[src/hdl/uta_pkg.sv]
// Shared types and constants for the unreachable-target avoidance block.
// Command and status structs between controller and datapath, op and register codes.
// No dependencies.
package uta_pkg;

  localparam logic [6:0] ANGLE_MAX = 7'd89;

  typedef enum logic [1:0] {
    OP_TICK  = 2'd0,
    OP_QUERY = 2'd1,
    OP_CHECK = 2'd2,
    OP_REACH = 2'd3
  } op_t;

  typedef enum logic [2:0] {
    REG_SEP       = 3'd0,
    REG_REACH     = 3'd1,
    REG_MAX_NODIR = 3'd2,
    REG_RAISE     = 3'd3,
    REG_PATH_PLAN = 3'd4,
    REG_RAND_WALK = 3'd5,
    REG_RST_REACH = 3'd6
  } reg_idx_t;

  typedef struct packed {
    logic latch;      // capture the input item
    logic tick_sq;    // choose target, square distance to previous target
    logic tick_upd;   // update stuck detector
    logic scan_rd;    // read list entry at scan index
    logic scan_sq;    // square distances to the fetched entry
    logic scan_cmp;   // compare and decide
    logic push;       // write push point into the list
    logic reach;      // apply goal-reached clear
  } cmd_t;

  typedef struct packed {
    op_t  op;
    logic point_valid;
    logic scan_more;
    logic tick_push;
    logic scan_stop;
    logic scan_push;
    logic pend2;
  } stat_t;

endpackage

[src/hdl/uta_ctrl.sv]
// Controller state machine for the unreachable-target avoidance block.
// Sequences the datapath through commands; depends on uta_pkg.
module uta_ctrl (
  input  logic           clk,
  input  logic           rst,
  input  logic           start,
  input  uta_pkg::stat_t stat,
  output uta_pkg::cmd_t  cmd,
  output logic           busy,
  output logic           done
);
  import uta_pkg::*;

  typedef enum logic [9:0] {
    S_IDLE  = 10'b0000000001,
    S_DISP  = 10'b0000000010,
    S_TSQ   = 10'b0000000100,
    S_TCMP  = 10'b0000001000,
    S_SRD   = 10'b0000010000,
    S_SSQ   = 10'b0000100000,
    S_SCMP  = 10'b0001000000,
    S_PUSH  = 10'b0010000000,
    S_REACH = 10'b0100000000,
    S_DONE  = 10'b1000000000
  } state_t;

  state_t state, state_next;

  always_ff @(posedge clk) begin
    if (rst) begin
      state <= S_IDLE;
    end else begin
      state <= state_next;
    end
  end

  always_comb begin
    state_next = state;
    unique case (state)
      S_IDLE:  if (start) state_next = S_DISP;
      S_DISP: begin
        unique case (stat.op)
          OP_TICK:  state_next = S_TSQ;
          OP_REACH: state_next = S_REACH;
          default:  state_next = stat.point_valid ? S_SRD : S_DONE;
        endcase
      end
      S_TSQ:   state_next = S_TCMP;
      S_TCMP:  state_next = stat.tick_push ? S_PUSH : S_DONE;
      S_SRD:   state_next = stat.scan_more ? S_SSQ : S_DONE;
      S_SSQ:   state_next = S_SCMP;
      S_SCMP: begin
        if (stat.scan_stop) state_next = stat.scan_push ? S_PUSH : S_DONE;
        else                state_next = S_SRD;
      end
      S_PUSH:  state_next = stat.pend2 ? S_PUSH : S_DONE;
      S_REACH: state_next = S_DONE;
      S_DONE:  state_next = S_IDLE;
      default: state_next = S_IDLE;
    endcase
  end

  assign busy = (state != S_IDLE);
  assign done = (state == S_DONE);

  always_comb begin
    cmd          = '0;
    cmd.latch    = (state == S_IDLE) && start;
    cmd.tick_sq  = (state == S_TSQ);
    cmd.tick_upd = (state == S_TCMP);
    cmd.scan_rd  = (state == S_SRD) && stat.scan_more;
    cmd.scan_sq  = (state == S_SSQ);
    cmd.scan_cmp = (state == S_SCMP);
    cmd.push     = (state == S_PUSH);
    cmd.reach    = (state == S_REACH);
  end

endmodule

[src/hdl/uta_dp.sv]
// Datapath for the unreachable-target avoidance block: avoid list memory,
// configuration registers, distance squares and stuck detector. Depends on uta_pkg.
module uta_dp #(
  parameter int LIST_DEPTH = 16
) (
  input  logic               clk,
  input  logic               rst,
  input  uta_pkg::cmd_t      cmd,
  output uta_pkg::stat_t     stat,
  input  logic               cfg_we,
  input  logic [2:0]         cfg_index,
  input  logic [15:0]        cfg_data,
  input  logic [1:0]         op,
  input  logic signed [15:0] point_x,
  input  logic signed [15:0] point_y,
  input  logic               point_valid,
  input  logic signed [15:0] sub_x,
  input  logic signed [15:0] sub_y,
  input  logic               sub_valid,
  input  logic               random_walking,
  input  logic signed [8:0]  avoid_angle,
  input  logic [15:0]        remaining_distance,
  output logic               hit,
  output logic [4:0]         list_count,
  output logic               dropped,
  output logic [7:0]         blocked_count,
  output logic [6:0]         angle_limit
);
  import uta_pkg::*;

  localparam int CW = $clog2(LIST_DEPTH + 1);
  localparam int AW = (LIST_DEPTH > 1) ? $clog2(LIST_DEPTH) : 1;

  // configuration
  logic [15:0] sep_thr, reach_dist;
  logic [7:0]  max_nodir;
  logic [6:0]  raise_step;
  logic        path_plan, rand_walk, rst_on_reach;
  logic [31:0] sep2;

  // latched item
  op_t                op_q;
  logic signed [15:0] px, py, sx, sy;
  logic               pv, sv, rw;
  logic signed [8:0]  ang;
  logic [15:0]        remain;

  // list and detector state
  logic [31:0]        mem [LIST_DEPTH];
  logic [31:0]        rd_q;
  logic [CW-1:0]      count, idx;
  logic signed [15:0] prev_x, prev_y;
  logic               prev_v;
  logic [7:0]         blocked;
  logic [6:0]         limit;
  logic               hit_q, dropped_q;

  logic signed [15:0] tx, ty;
  logic               tv;
  logic signed [15:0] push_x, push_y;
  logic               pend2;
  logic [33:0]        sq_a, sq_b, sq_c, sq_d;

  always_ff @(posedge clk) begin
    if (rst) begin
      sep_thr      <= 16'd512;
      reach_dist   <= 16'd256;
      max_nodir    <= 8'd10;
      raise_step   <= 7'd3;
      path_plan    <= 1'b0;
      rand_walk    <= 1'b0;
      rst_on_reach <= 1'b1;
    end else if (cfg_we) begin
      unique case (cfg_index)
        REG_SEP:       sep_thr      <= cfg_data;
        REG_REACH:     reach_dist   <= cfg_data;
        REG_MAX_NODIR: max_nodir    <= cfg_data[7:0];
        REG_RAISE:     raise_step   <= cfg_data[6:0];
        REG_PATH_PLAN: path_plan    <= cfg_data[0];
        REG_RAND_WALK: rand_walk    <= cfg_data[0];
        REG_RST_REACH: rst_on_reach <= cfg_data[0];
        default: ;
      endcase
    end
  end

  always_ff @(posedge clk) begin
    sep2 <= 32'(sep_thr) * 32'(sep_thr);
  end

  always_ff @(posedge clk) begin
    if (cmd.latch) begin
      op_q   <= op_t'(op);
      px     <= point_x;
      py     <= point_y;
      pv     <= point_valid;
      sx     <= sub_x;
      sy     <= sub_y;
      sv     <= sub_valid;
      rw     <= random_walking;
      ang    <= avoid_angle;
      remain <= remaining_distance;
    end
  end

  // target choice
  logic               use_sub;
  logic signed [15:0] sel_x, sel_y;
  logic               sel_v;
  always_comb begin
    use_sub = path_plan ? sv : !pv;
    if (rand_walk && rw) use_sub = 1'b1;
    sel_x = use_sub ? sx : px;
    sel_y = use_sub ? sy : py;
    sel_v = use_sub ? sv : pv;
  end

  // squares: tick uses target vs previous; scan uses entry vs frontier and subtarget
  logic signed [16:0] d_a, d_b, d_c, d_d;
  logic signed [15:0] ex, ey;
  always_comb begin
    ex = rd_q[31:16];
    ey = rd_q[15:0];
    if (cmd.tick_sq) begin
      d_a = 17'(sel_x) - 17'(prev_x);
      d_b = 17'(sel_y) - 17'(prev_y);
    end else begin
      d_a = 17'(ex) - 17'(px);
      d_b = 17'(ey) - 17'(py);
    end
    d_c = 17'(ex) - 17'(sx);
    d_d = 17'(ey) - 17'(sy);
  end

  always_ff @(posedge clk) begin
    if (cmd.tick_sq || cmd.scan_sq) begin
      sq_a <= 34'(d_a * d_a);
      sq_b <= 34'(d_b * d_b);
      sq_c <= 34'(d_c * d_c);
      sq_d <= 34'(d_d * d_d);
    end
    if (cmd.tick_sq) begin
      tx <= sel_x;
      ty <= sel_y;
      tv <= sel_v;
    end
  end

  logic [34:0] sum_p, sum_s;
  logic        near_route, near_p, near_s;
  always_comb begin
    sum_p      = 35'(sq_a) + 35'(sq_b);
    sum_s      = 35'(sq_c) + 35'(sq_d);
    near_route = tv && prev_v && ({sum_p, 2'b00} < 37'(sep2));
    near_p     = sum_p < 35'(sep2);
    near_s     = sv && (sum_s < 35'(sep2));
  end

  // stuck detector
  logic [8:0] mag;
  logic       over;
  logic [7:0] blk_inc, lim_sum;
  logic       tick_push;
  always_comb begin
    mag       = ang[8] ? 9'(-ang) : 9'(ang);
    over      = mag > 9'(limit);
    blk_inc   = (blocked == 8'hFF) ? blocked : blocked + 8'd1;
    lim_sum   = 8'(limit) + 8'(raise_step);
    tick_push = near_route && over && (blk_inc >= max_nodir);
  end

  logic full;
  assign full = (count >= CW'(LIST_DEPTH));

  always_ff @(posedge clk) begin
    if (rst) begin
      count     <= '0;
      prev_v    <= 1'b0;
      prev_x    <= '0;
      prev_y    <= '0;
      blocked   <= '0;
      limit     <= ANGLE_MAX;
      hit_q     <= 1'b0;
      dropped_q <= 1'b0;
      idx       <= '0;
      pend2     <= 1'b0;
    end else begin
      if (cmd.latch) begin
        hit_q     <= 1'b0;
        dropped_q <= 1'b0;
        idx       <= '0;
        pend2     <= 1'b0;
      end
      if (cmd.tick_upd) begin
        if (near_route) begin
          if (over) begin
            limit   <= (lim_sum > 8'(ANGLE_MAX)) ? ANGLE_MAX : lim_sum[6:0];
            blocked <= tick_push ? 8'd0 : blk_inc;
          end else if (limit != 7'd0) begin
            limit <= limit - 7'd1;
          end
        end else begin
          blocked <= '0;
          limit   <= ANGLE_MAX;
        end
        prev_x <= tx;
        prev_y <= ty;
        prev_v <= tv;
        push_x <= tx;
        push_y <= ty;
        pend2  <= sv && (tx == sx) && (ty == sy) && pv;
      end
      if (cmd.scan_cmp) begin
        if (stat.scan_stop) begin
          hit_q <= 1'b1;
          // frontier near an entry pushes the subtarget, else push the frontier
          push_x <= near_p ? sx : px;
          push_y <= near_p ? sy : py;
        end else begin
          idx <= idx + CW'(1);
        end
      end
      if (cmd.push) begin
        if (full) dropped_q <= 1'b1;
        else      count     <= count + CW'(1);
        if (pend2) begin
          push_x <= px;
          push_y <= py;
          pend2  <= 1'b0;
        end
      end
      if (cmd.reach && rst_on_reach && (remain <= reach_dist)) count <= '0;
    end
  end

  always_ff @(posedge clk) begin
    if (cmd.push && !full) mem[count[AW-1:0]] <= {push_x, push_y};
    if (cmd.scan_rd) rd_q <= mem[idx[AW-1:0]];
  end

  always_comb begin
    stat.op          = op_q;
    stat.point_valid = pv;
    stat.scan_more   = (idx < count);
    stat.tick_push   = tick_push;
    stat.scan_stop   = near_p || ((op_q == OP_CHECK) && near_s);
    stat.scan_push   = (op_q == OP_CHECK) && (near_p ? sv : 1'b1);
    stat.pend2       = pend2;
  end

  assign hit           = hit_q;
  assign list_count    = 5'(count);
  assign dropped       = dropped_q;
  assign blocked_count = blocked;
  assign angle_limit   = limit;

endmodule

[src/hdl/unreachable_target_avoidance.sv]
// Unreachable-target avoidance: avoid list with proximity scan and stuck detector.
// Tick squares the target distance, updates the detector, may push one or two points;
// query/check read, square and compare entries until one hits (no scan with no point),
// check may push; reach may empty the list. One transaction at a time, next start taken
// after done: the entry scan shares one read port and one set of squaring multipliers.
// Result shown for one cycle on done, no stall; sync reset presets count, detector, regs.
module unreachable_target_avoidance #(
  parameter int LIST_DEPTH = 16
) (
  input  logic               clk,
  input  logic               rst,
  input  logic               start,
  output logic               busy,
  output logic               done,
  input  logic               cfg_valid,
  output logic               cfg_ready,
  input  logic [2:0]         cfg_index,
  input  logic [15:0]        cfg_data,
  input  logic [1:0]         op,
  input  logic signed [15:0] point_x,
  input  logic signed [15:0] point_y,
  input  logic               point_valid,
  input  logic signed [15:0] sub_x,
  input  logic signed [15:0] sub_y,
  input  logic               sub_valid,
  input  logic               random_walking,
  input  logic signed [8:0]  avoid_angle,
  input  logic [15:0]        remaining_distance,
  output logic               hit,
  output logic [4:0]         list_count,
  output logic               dropped,
  output logic [7:0]         blocked_count,
  output logic [6:0]         angle_limit
);
  import uta_pkg::*;

  cmd_t  cmd;
  stat_t stat;

  assign cfg_ready = 1'b1;

  uta_ctrl u_ctrl (
    .clk   (clk),
    .rst   (rst),
    .start (start),
    .stat  (stat),
    .cmd   (cmd),
    .busy  (busy),
    .done  (done)
  );

  uta_dp #(.LIST_DEPTH(LIST_DEPTH)) u_dp (
    .clk                (clk),
    .rst                (rst),
    .cmd                (cmd),
    .stat               (stat),
    .cfg_we             (cfg_valid),
    .cfg_index          (cfg_index),
    .cfg_data           (cfg_data),
    .op                 (op),
    .point_x            (point_x),
    .point_y            (point_y),
    .point_valid        (point_valid),
    .sub_x              (sub_x),
    .sub_y              (sub_y),
    .sub_valid          (sub_valid),
    .random_walking     (random_walking),
    .avoid_angle        (avoid_angle),
    .remaining_distance (remaining_distance),
    .hit                (hit),
    .list_count         (list_count),
    .dropped            (dropped),
    .blocked_count      (blocked_count),
    .angle_limit        (angle_limit)
  );

`ifndef NO_ASSERTIONS
  a_accept_busy: assert property (@(posedge clk) disable iff (rst)
    (start && !busy) |=> busy) else $error("accepted transaction did not start");
  a_done_busy: assert property (@(posedge clk) disable iff (rst)
    done |-> busy) else $error("result strobe outside a transaction");
  a_limit_range: assert property (@(posedge clk) disable iff (rst)
    angle_limit <= ANGLE_MAX) else $error("angle limit above maximum");
  a_count_flags: assert property (@(posedge clk) disable iff (rst)
    (done && dropped) |-> (32'(list_count) == (LIST_DEPTH % 32)))
    else $error("push dropped while list not full");
`endif

endmodule

[config.mk]
export PLATFORM = sky130hd
export DESIGN_NAME = unreachable_target_avoidance
export DESIGN_NICKNAME = d
export VERILOG_FILES = /design/src/hdl/uta_pkg.sv /design/src/hdl/uta_ctrl.sv /design/src/hdl/uta_dp.sv /design/src/hdl/unreachable_target_avoidance.sv
export SDC_FILE = /design/constraint.sdc
export NUM_CORES = 2
export LEC_CHECK = 0
export BUFFER_PORTS_ARGS = -buffer_cell sky130_fd_sc_hd__buf_2
export CAP_MARGIN = 0
export CELL_PAD_IN_SITES_DETAIL_PLACEMENT = 1
export CELL_PAD_IN_SITES_GLOBAL_PLACEMENT = 2
export CORE_MARGIN = 4
export CORE_UTILIZATION = 45
export CTS_CLUSTER_SIZE = 28
export DETAILED_ROUTE_END_ITERATION = 16
export PLACE_DENSITY_LB_ADDON = 0.1
export SYNTH_ARGS = -nofsm -noshare
export SYNTH_HDL_FRONTEND = slang
export SYNTH_HIERARCHICAL = 1
export SYNTH_SLANG_ARGS = --single-unit
[constraint.sdc]
create_clock -name clk -period 11.86 [get_ports clk]
set_input_delay 1.186 -clock clk [delete_from_list [all_inputs] [get_ports clk]]
set_output_delay 1.186 -clock clk [all_outputs]
set_load 0.01 [all_outputs]
==> run_summary.xml <==
<?xml version="1.0" encoding="UTF-8"?>
<metrics>
  <group name="global_routing">
    <metric name="initial_antenna_violation_count" unit="">14</metric>
    <metric name="groute.usage.overall" unit="%">26.5</metric>
    <metric name="grt_pass1_wl" unit="mm">426</metric>
    <metric name="grt_start_max_net_pins" unit="">83</metric>
    <metric name="grt.overflow.total" unit="">0</metric>
    <metric name="grt_pass1_vias" unit="">68800</metric>
  </group>
  <group name="drt">
    <metric name="route.vias.total" unit="">61900</metric>
    <metric name="drt_iter0_drc" unit="">4072</metric>
    <metric name="detail-route-antenna-nets" unit="">0</metric>
    <metric name="avgViaCountPerCell" unit="">5.43</metric>
    <metric name="route.detailed.drc" unit="">0</metric>
    <metric name="route.met2.wl" unit="mm">138</metric>
    <metric name="wire_per_inst" unit="um">24.3</metric>
    <metric name="first_pass_detailed_route_iteration_total" unit="">5</metric>
    <metric name="drt-total-wl" unit="mm">276</metric>
    <metric name="wl_met3" unit="mm">11.3</metric>
    <metric name="dr.max_layer_used" unit="">met4</metric>
    <metric name="m1WireLength" unit="mm">120</metric>
  </group>
  <group name="sta">
    <metric name="hold_slack" unit="ns">0.457</metric>
    <metric name="worstMarginPinSlew" unit="ns">1.21</metric>
    <metric name="report.final.hold_viol_count" unit="">0</metric>
    <metric name="report.final.slew_viol_count" unit="">0</metric>
    <metric name="setup_slack" unit="ns">0.995</metric>
    <metric name="max-slew-margin-rel" unit="%">19.3</metric>
    <metric name="finalSetupViolations" unit="">0</metric>
    <metric name="fin_worst_skew" unit="ns">0.109</metric>
    <metric name="post-route-min-period" unit="ns">10.86</metric>
    <metric name="setup_repair_after_global_routing_missed_its_margin" unit="">false</metric>
    <metric name="fin_tns_setup" unit="ns">0</metric>
    <metric name="layout_worst_path_cycle_share" unit="%">91.6</metric>
    <metric name="max_freq" unit="MHz">92.0</metric>
  </group>
  <group name="logic_synthesis">
    <metric name="synth.lib_cells_used.distinct" unit="">98</metric>
    <metric name="avgSynthCellArea" unit="um^2">10.9</metric>
    <metric name="mappedNetlistArea" unit="um^2">92800</metric>
    <metric name="yosysWarnings" unit="">6</metric>
    <metric name="top_flip_flop_cell_by_instance_count_after_synthesis" unit="">edfxtp_1</metric>
    <metric name="yosys-top-cells-area" unit="">edfxtp_1 (27%), fa_1 (27%), ha_1 (10%), inv_1 (7.0%), mux4_2 (3.9%)</metric>
    <metric name="synth_enable_flop_cells" unit="">835</metric>
    <metric name="synth-seq-cells" unit="">987</metric>
    <metric name="syn_nets" unit="">10600</metric>
    <metric name="netlist.area_leader.share" unit="%">27.0</metric>
    <metric name="syn_inst" unit="">8479</metric>
    <metric name="synth_sequential_area_ratio" unit="%">30.3</metric>
    <metric name="yosysTopAreaCell" unit="">edfxtp_1</metric>
    <metric name="synthArstFlopShare" unit="%">0</metric>
  </group>
  <group name="outcome">
    <metric name="status" unit="">completed</metric>
  </group>
  <group name="clocking">
    <metric name="clockBufferDepth" unit="">3</metric>
    <metric name="cts_inserted_buffers" unit="">109</metric>
    <metric name="clock-sinks" unit="">987</metric>
    <metric name="tritoncts_clock_tree" unit="">done</metric>
    <metric name="ctsResizeCount" unit="">0</metric>
    <metric name="cts_hold_buf" unit="">0</metric>
    <metric name="clock_tree.htree_level_count" unit="">3</metric>
    <metric name="clock-root-buffer" unit="">clkbuf_16</metric>
    <metric name="cts_setup_buffers" unit="">0</metric>
    <metric name="cts.clk_slew.worst_paths" unit="ns">0.06</metric>
    <metric name="clk_latency" unit="ns">0.80</metric>
  </group>
  <group name="placement">
    <metric name="pre_cts_worst_setup_slack" unit="ns">1.10</metric>
    <metric name="dp_hpwl" unit="mm">217</metric>
    <metric name="gpl.final_weighted_congestion" unit="">0.880</metric>
    <metric name="placement.io_buffers" unit="">140</metric>
  </group>
  <group name="floorplanning">
    <metric name="floorplan.io_pins" unit="">142</metric>
    <metric name="row_count" unit="">166</metric>
    <metric name="fp.dieH" unit="um">462</metric>
    <metric name="die_area" unit="um^2">213000</metric>
    <metric name="die_w" unit="um">462</metric>
    <metric name="core-area" unit="um^2">205000</metric>
    <metric name="initial_core_util" unit="%">45.3</metric>
  </group>
  <group name="critical_path">
    <metric name="crit_path_top_delay_cell" unit="">fa_1</metric>
    <metric name="timing.critical_path.mode_cell" unit="">fa_1</metric>
    <metric name="worst_ep_required_time" unit="ns">12.36</metric>
    <metric name="startpoint_type" unit="">flop</metric>
    <metric name="worst-path-buf-inv" unit="">5</metric>
    <metric name="critical_path.max_stage_delay" unit="ns">0.55</metric>
    <metric name="reg2reg_depth" unit="">34</metric>
    <metric name="cp_top_family" unit="">compound AO/OA/AOI/OAI gates</metric>
    <metric name="classification_of_the_worst_setup_path" unit="">reg2reg</metric>
    <metric name="critical_path_depth" unit="">34</metric>
    <metric name="timing.critical_path.fanout_max" unit="">64</metric>
    <metric name="critPathArrivalTime" unit="ns">11.36</metric>
    <metric name="crit_path_end_kind" unit="">flop</metric>
  </group>
  <group name="hold_path">
    <metric name="hold-path-cell-count" unit="">2</metric>
    <metric name="min-delay-path-class" unit="">reg2reg</metric>
  </group>
  <group name="layout">
    <metric name="nets" unit="">10700</metric>
    <metric name="final_layout_size_suffix_gt1_share" unit="%">8.10</metric>
    <metric name="area.growth.synth_to_final" unit="%">8.38</metric>
    <metric name="filler_cell_count" unit="">22000</metric>
  </group>
  <group name="flow_run">
    <metric name="drv_cap" unit="">0</metric>
  </group>
</metrics>
==> path summary, 6_finish.rpt <==
check        slack [ns]                        startpoint                                to
max                 1.0                 u_dp/pv$_DFFE_PP_           u_dp/sq_a[33]$_DFFE_PP_
min                0.46  u_dp/reach_dist[13]$_SDFFE_PP0P_  u_dp/reach_dist[13]$_SDFFE_PP0P_
max reg2reg         1.0                 u_dp/pv$_DFFE_PP_           u_dp/sq_a[33]$_DFFE_PP_
min reg2reg        0.46  u_dp/reach_dist[13]$_SDFFE_PP0P_  u_dp/reach_dist[13]$_SDFFE_PP0P_
==> cell usage after synthesis (all sizes together) (33+ instances only) <==
| cell type | count |
|---|---|
| nor3 | 85 |
| nand2b | 93 |
| a21oi | 296 |
| fa | 1251 |
| a211oi | 39 |
| dfxtp | 152 |
| a21o | 129 |
| xor2 | 78 |
| mux4 | 160 |
| or2 | 33 |
| nor2b | 63 |
| and2 | 108 |
| nand3 | 71 |
| nor2 | 616 |
| nand2 | 671 |
| inv | 1741 |
| clkbuf | 179 |
| o31ai | 51 |
| o21ai | 200 |
| buf | 49 |
| a22oi | 36 |
| and3 | 39 |
| nand4 | 51 |
| xnor2 | 266 |
| edfxtp | 835 |
| a31oi | 55 |
| ha | 749 |
| o21a | 66 |
==> through the flow <==
stage / std cells / instance area, um^2 / utilization (%)
after floorplan: 8479 / 92800 / -
after global placement: 11200 / 96900 / 47.3
after detailed placement: 11200 / 96900 / 47.3
after CTS: 11400 / 101000 / 49.1
after global routing: 11400 / 101000 / 49.1
final: 11400 / 101000 / 49.1
==> cell usage in the layout, fill, tap and decap left out, types with 50 or more instances in the layout <==
cell type / Yosys / routed
nand4_1: 50 / 50
ha_1: 749 / 749
clkbuf_16: 0 / 109
buf_4: 8 / 104
nor2_1: 616 / 600
nand2b_1: 93 / 93
nand2_1: 671 / 670
o21ai_0: 189 / 189
fa_1: 1251 / 1251
a31oi_1: 55 / 55
a21oi_1: 295 / 295
nor2b_1: 63 / 63
inv_1: 1731 / 1730
o31ai_1: 50 / 50
xnor2_1: 264 / 263
nand3_1: 71 / 71
mux4_2: 160 / 160
nor3_1: 85 / 80
and2_1: 108 / 108
buf_2: 11 / 139
xor2_1: 78 / 76
o21a_1: 66 / 66
dfxtp_1: 152 / 148
a21o_1: 129 / 129
edfxtp_1: 835 / 835
==> flip-flops by register name, indices dropped and copies added (netlist names), 16 cells and up <==
signal,cells
u_dp/mem,512
u_dp/sq_a,33
u_dp/sq_b,33
u_dp/sq_c,33
u_dp/sq_d,33
u_dp/rd_q,32
u_dp/sep2,31
u_dp/prev_x,16
u_dp/prev_y,16
u_dp/push_x,16
u_dp/push_y,16
u_dp/px,16
u_dp/py,16
u_dp/reach_dist,16
u_dp/remain,16
u_dp/sep_thr,16
u_dp/sx,16
u_dp/sy,16
u_dp/tx,16
u_dp/ty,16
==> worst register-to-register path: cells and delay by family, from the launching register on <==
| family | cells | cell delay (ns) |
|---|---|---|
| AOI/OAI and AO/OA | 16 | 4.56 |
| xor gates and xnor gates | 1 | 0.12 |
| adders and majority gates | 9 | 3.99 |
| buffers and inverters | 5 | 0.87 |
| DFF | 1 | 0.45 |
| and+or+nand+nor | 3 | 0.60 |
==> logic make-up after synthesis <==
kind of cell | after synthesis | share of synthesized area, %
multiplexers | 192 | 4.26
AND/OR/NAND/NOR | 1929 | 9.53
adder cells (fa/ha/maj) | 2000 | 37.1
AO/OA/AOI/OAI | 1047 | 7.43
other | 1 | 0.00404
flip-flops | 987 | 30.3
buffers and inverters | 1979 | 8.10
XOR/XNOR | 344 | 3.26
==> layout make-up <==
| type | count | area [um^2] | share of cell area [%] |
|---|---|---|---|
| timing repair buffer | 244 | 1500 | 1.49 |
| inverter | 1751 | 6580 | 6.54 |
| multi-input combinational | 5513 | 57300 | 57.0 |
| sequential | 987 | 28100 | 28.0 |
| tap | 2688 | 3360 | 3.35 |
| clock inverter | 65 | 776 | 0.772 |
| clock buffer | 139 | 2860 | 2.85 |
| antenna | 7 | 17.5 | 0.0174 |
==> metal layers <==
layer / global-route usage, % / vias up
li1: - / 27900
met1: 35.9 / 32500
met2: 46.4 / 1234
met3: 2.51 / 244
met4: 6.22 / 0
met5: 0 / -
Power is not shown: default switching activity piles up to over one toggle a cycle in this logic, so the estimate is an artifact.
